[src/rtl/vmae_pkg.sv]
// shared types, constants and codes for the video memory access engine
package vmae_pkg;

  localparam int WORD_AW      = 17;
  localparam int MEMORY_WORDS = 1 << WORD_AW;
  localparam int BYTE_AW      = WORD_AW + 2;
  localparam int COPY_WORDS   = 256;
  localparam int CNT_W        = (COPY_WORDS > 4) ? $clog2(COPY_WORDS) : 2;

  localparam logic [31:0] FILL_PATTERN = 32'h0f0f0f0f;

  localparam logic [2:0] OP_WRITE = 3'd0;
  localparam logic [2:0] OP_FILL  = 3'd1;
  localparam logic [2:0] OP_LATCH = 3'd2;
  localparam logic [2:0] OP_COPY  = 3'd3;
  localparam logic [2:0] OP_PIXEL = 3'd4;

  typedef struct packed {
    logic [2:0]  opcode;
    logic [16:0] word_index;
    logic [31:0] write_data;
    logic [31:0] byte_mask;
    logic [8:0]  pixel_x;
    logic [3:0]  fine_scroll;
    logic [6:0]  palette_bank;
  } item_t;

  typedef struct packed {
    logic [14:0] pixel_pen;
    logic        unsupported_fill;
  } result_t;

  typedef enum logic [3:0] {
    S_IDLE,
    S_DECODE,
    S_WR_MERGE,
    S_FILL,
    S_COPY_RD,
    S_COPY_WR,
    S_PIX
  } state_t;

  typedef enum logic [1:0] {
    RD_NONE,
    RD_TARGET,
    RD_PIXEL,
    RD_COPY
  } rd_sel_t;

  typedef enum logic [1:0] {
    WR_NONE,
    WR_MERGE,
    WR_FILL,
    WR_COPY
  } wr_sel_t;

  typedef enum logic [1:0] {
    RES_ZERO,
    RES_BLANK,
    RES_PIXEL,
    RES_REFUSED
  } res_sel_t;

  typedef struct packed {
    logic     load_item;
    rd_sel_t  rd_sel;
    wr_sel_t  wr_sel;
    logic     cnt_clr;
    logic     cnt_inc;
    logic     latch_src;
    logic     finish;
    res_sel_t res_sel;
  } cmd_t;

  typedef struct packed {
    logic [2:0] op;
    logic       fill_ok;
    logic       blank;
    logic       fill_last;
    logic       copy_last;
  } status_t;

endpackage

[src/rtl/vmae_ctrl.sv]
// sequencing state machine for the video memory access engine
module vmae_ctrl (
  input  logic              clk,
  input  logic              rst,
  input  logic              start,
  output logic              busy,
  input  vmae_pkg::status_t status,
  output vmae_pkg::cmd_t    cmd
);

  vmae_pkg::state_t state, state_next;

  always_ff @(posedge clk) begin
    if (rst) begin
      state <= vmae_pkg::S_IDLE;
    end else begin
      state <= state_next;
    end
  end

  assign busy = (state != vmae_pkg::S_IDLE);

  always_comb begin
    state_next    = state;
    cmd.load_item = 1'b0;
    cmd.rd_sel    = vmae_pkg::RD_NONE;
    cmd.wr_sel    = vmae_pkg::WR_NONE;
    cmd.cnt_clr   = 1'b0;
    cmd.cnt_inc   = 1'b0;
    cmd.latch_src = 1'b0;
    cmd.finish    = 1'b0;
    cmd.res_sel   = vmae_pkg::RES_ZERO;
    unique case (state)
      vmae_pkg::S_IDLE: begin
        if (start) begin
          cmd.load_item = 1'b1;
          state_next    = vmae_pkg::S_DECODE;
        end
      end
      vmae_pkg::S_DECODE: begin
        unique case (status.op)
          vmae_pkg::OP_WRITE: begin
            cmd.rd_sel = vmae_pkg::RD_TARGET;
            state_next = vmae_pkg::S_WR_MERGE;
          end
          vmae_pkg::OP_FILL: begin
            if (status.fill_ok) begin
              cmd.cnt_clr = 1'b1;
              state_next  = vmae_pkg::S_FILL;
            end else begin
              cmd.finish  = 1'b1;
              cmd.res_sel = vmae_pkg::RES_REFUSED;
              state_next  = vmae_pkg::S_IDLE;
            end
          end
          vmae_pkg::OP_LATCH: begin
            cmd.latch_src = 1'b1;
            cmd.finish    = 1'b1;
            state_next    = vmae_pkg::S_IDLE;
          end
          vmae_pkg::OP_COPY: begin
            cmd.cnt_clr = 1'b1;
            state_next  = vmae_pkg::S_COPY_RD;
          end
          vmae_pkg::OP_PIXEL: begin
            if (status.blank) begin
              cmd.finish  = 1'b1;
              cmd.res_sel = vmae_pkg::RES_BLANK;
              state_next  = vmae_pkg::S_IDLE;
            end else begin
              cmd.rd_sel = vmae_pkg::RD_PIXEL;
              state_next = vmae_pkg::S_PIX;
            end
          end
          default: begin
            // spare opcodes write nothing to the ram and finish with a zero result
            cmd.finish = 1'b1;
            state_next = vmae_pkg::S_IDLE;
          end
        endcase
      end
      vmae_pkg::S_WR_MERGE: begin
        cmd.wr_sel = vmae_pkg::WR_MERGE;
        cmd.finish = 1'b1;
        state_next = vmae_pkg::S_IDLE;
      end
      vmae_pkg::S_FILL: begin
        cmd.wr_sel  = vmae_pkg::WR_FILL;
        cmd.cnt_inc = 1'b1;
        if (status.fill_last) begin
          cmd.finish = 1'b1;
          state_next = vmae_pkg::S_IDLE;
        end
      end
      vmae_pkg::S_COPY_RD: begin
        cmd.rd_sel = vmae_pkg::RD_COPY;
        state_next = vmae_pkg::S_COPY_WR;
      end
      vmae_pkg::S_COPY_WR: begin
        cmd.wr_sel  = vmae_pkg::WR_COPY;
        cmd.cnt_inc = 1'b1;
        if (status.copy_last) begin
          cmd.finish = 1'b1;
          state_next = vmae_pkg::S_IDLE;
        end else begin
          state_next = vmae_pkg::S_COPY_RD;
        end
      end
      vmae_pkg::S_PIX: begin
        cmd.finish  = 1'b1;
        cmd.res_sel = vmae_pkg::RES_PIXEL;
        state_next  = vmae_pkg::S_IDLE;
      end
      default: begin
        state_next = vmae_pkg::S_IDLE;
      end
    endcase
  end

endmodule

[config.mk]
export PLATFORM = sky130hd
export DESIGN_NAME = vmae_ctrl
export DESIGN_NICKNAME = d
export VERILOG_FILES = /design/src/rtl/vmae_pkg.sv /design/src/rtl/vmae_ctrl.sv
export SDC_FILE = /design/constraint.sdc
export NUM_CORES = 1
export LEC_CHECK = 0
export BUFFER_PORTS_ARGS = -buffer_cell sky130_fd_sc_hd__buf_2
export CORE_AREA = 4 4 41 43
export CTS_BUF_LIST = sky130_fd_sc_hd__clkbuf_4
export DETAILED_ROUTE_END_ITERATION = 6
export DIE_AREA = 0 0 45 47
export SLEW_MARGIN = 20
export SYNTH_ARGS = -nofsm -noshare
export SYNTH_HDL_FRONTEND = slang
export SYNTH_SLANG_ARGS = --single-unit
[constraint.sdc]
create_clock -name clk -period 3.15 [get_ports clk]
set_input_delay 0.63 -clock clk [delete_from_list [all_inputs] [get_ports clk]]
set_output_delay 0.63 -clock clk [all_outputs]
set_load 0.01 [all_outputs]
==> results.md <==
- Power per cell area: 319 nW/um^2
- Clk pwr share: 0.415
- Shortest clock period the worst path allows after layout: 2120 ps
- Biggest regs: state x3
- Mux contribution to synthesized area: 0.0223
- Cells taking the most area after synthesis: dfxtp_1 (13%), nand2b_4 (6.1%), nor2_1 (5.9%)
- Crit end category: primary output
- Signed area change from the synthesized netlist to the final layout: 24.9%
- Power dissipated by switching net loads: 54.7 uW
- Number of DRC violations after detailed-routing iteration 0: 12
- Worst hold endpoint: state[2]
- Cells on Worst Hold Path: 2
- Placeable core area: 1300 um^2
- Static leakage power: 0.000281 uW
- Total overflow reported by the global router: 0
- Total number of placement rows: 13
- Number of global-route vias before repair: 417
- Worst setup slack after layout: 1030 ps
- Fraction of layout instances using a drive strength above 1: 0.395
- Register containing the most flip-flops in the final layout: state
- Skew final: 1.04 ps
- Global placer's final weighted congestion: 0.906
- Post-synth top area cell: dfxtp_1
- Dpl ws: 1030 ps
- Buffer count from post-CTS setup fixing: 0
- Initial core utilization: 0.344
- Latest clock arrival within the worst-skew pair: 230 ps
- Number of H-tree levels: 1
- Worst Reg2Reg Path Length in Cells: 4
- Data arrival, critical path: 1490 ps
- Leading cell types by count after synthesis: nor2_1 (7), inv_1 (6), a21oi_1 (4)
- Kind of critical path: in -> out
- Final Instance Count excl. Fillers: 96
- Fraction of the mapped netlist area in adder cells: 0
- Tcrit/Tclk final: 0.672
- Dominant cell by count in the synthesized netlist: nor2_1
- R2R Path End: state[0]
- Final layout net count: 92
- Via density per instance: 5.05
- TritonCTS clock tree: built
- Die boundary height: 47 um
- Routed len/inst: 11.4 um
- Wire length of the first global-routing pass: 1.77 mm
- Top-level I/O count: 22
- Startpoint Class: input pin
- Total area of sequential cells: 60.1 um^2
- Max Clock Freq: 472 MHz
- TritonCTS sink count: 3
- Root buf cell: clkbuf_4
- Setup violations, final: 0
- Xor and xnor area share after synthesis: 0
- First-pass detailed-route iteration total: 4
- Vias: 485
- Top fanout value on the critical path: 10
- Worst hold-check path type: in -> reg
- Flip-flop and latch count after synthesis: 3
- Simple-Gate Fraction of Synth Area: 0.430
- All-Layer GR Usage: 0.113
- Cell internal power dissipation: 124 uW
- Final ANT Viol Nets: 0
- Post-route cell area: 559 um^2
- HPWL after DPL: 858 um
- Launching point of the worst reg2reg path: state[0]
- Outcome: finished, final reports clean
- Fill cells: 156
- Register area share after synthesis: 0.134
- Total of warnings raised by yosys: 0
- Switching portion of total power: 0.307
- Share of flip-flops with an asynchronous set or reset: 0
- Dominant combinational cell family by area after synthesis: simple AND/OR/NAND/NOR gates
- Count of input and output buffers: 21
- Number of max-cap violations: 0
- Placed cell areas: 529 um^2
- Logic gate share of total power: 0.322
- Maximum number of pins on one net before global-route repair: 16
- Count of instances resized after the clock tree is built: 0
- Relative max-transition margin: 0.637
- Count of flip-flops with a built-in enable after synthesis: 0
- Required time reported for the critical path endpoint: 2520 ps
- Fraction of the mapped netlist area in compound gates: 0.268
- Hold_buf cts: 0
- Final total negative setup slack: 0 ps
- Final-report max-slew violation count: 0
- FF-to-FF setup slack: 1860 ps
- Clock-pin transition on the worst setup and hold timing paths: 30 ps
- Worst-margin pin slew: 544 ps
- Worst supply voltage drop on vdd: 0.251 mV
- Mean post-synth cell area: 7.34 um^2
- Number of flip-flops in the largest register: 3
- Placed Cells: 92
- Yosys top cell area share: 0.134
- Buffers from clock root to sink, at most: 2
- Setup repair after global routing missed its margin: no
- Post-synthesis cell area: 448 um^2
- Horiz. Die Dim: 45 um
- Post-synth top flop: dfxtp_1
- Final Hold Vio Count: 0
- Post-synth net total: 71
- Number of antenna violations at the first check in global routing: 0
- Sequential fraction of design power: 0.263
- Number of buffers created by CTS: 3
- Residual DRC count: 0
- Total die area: 2120 um^2
- Distinct cell type count of the synthesized netlist: 31
- Post-Syn Instances: 61
- Multi-input gate area in the final layout: 323 um^2
- N_diodes: 0
- Total length of routed wires: 1.10 mm
- Worst Hold Launch: rst
[cells in the final DEF (no fill, tap or decap), types with 2 or more instances in the layout]
master and instances:
inv_1 6, nand2_1 3, nor2_1 7, and3_1 2, dfxtp_1 3, clkbuf_4 4, o21ai_0 3, nand2b_4 2
nor2b_1 3, a41oi_1 2, a21oi_1 4, nor3_2 2, buf_2 21, a21boi_0 2, nor3_1 2
[layer usage]
metal / wire [um] / vias to the layer above / global-route usage
met1: 503 / 208 / 0.147
li1: - / 257 / -
met5: 0 / - / 0
met3: 93 / 0 / 0.0345
met2: 498 / 20 / 0.178
met4: 0 / 0 / 0.0351
[worst max path at each step]
stage                    from  endpoint  cells after the start
floorplan           status[4]    cmd[0]                      5
global placement    status[4]    cmd[2]                      6
detailed placement  status[4]    cmd[2]                      6
CTS                 status[4]    cmd[2]                      6
global route        status[4]    cmd[2]                      6
finish              status[4]    cmd[2]                      6
[stage by stage]
stage               total power, uW   util  hold slack [ps]
detailed placement              105  0.407              671
global route                    197  0.430              597
floorplan                      88.4      -              490
global placement                105  0.407              659
finish                          178  0.430              610
CTS                             183  0.430              602
[cell type report]
type,instances,share of cell area
Multi-Input combinational cell,47,0.577
Clock buffer,4,0.0537
Inverter,6,0.0403
Timing Repair Buffer,21,0.188
Tap cell,15,0.0336
Sequential cell,3,0.107
[power by group through the flow]
stage / logic, uW / clock network, uW / registers, uW
detailed placement: 57.4 / 0 / 47.6
floorplan: 45.7 / 0 / 42.7
global route: 63.6 / 85.0 / 47.9
finish: 57.3 / 74.1 / 46.9
CTS: 57.7 / 78.2 / 46.9
global placement: 57.2 / 0 / 47.5
[critical path: stages]
cell,delay [ps]
buf_2,190
inv_1,110
a21oi_1,150
nand3_1,90
a22o_1,180
buf_2,130
[kinds of logic after synthesis]
| logic type | after synthesis |
|---|---|
| AND/OR/NAND/NOR | 28 |
| flip-flops | 3 |
| buffers and inverters | 11 |
| AO/OA/AOI/OAI | 18 |
| multiplexers | 1 |
Power figures use the tool's default switching activity.
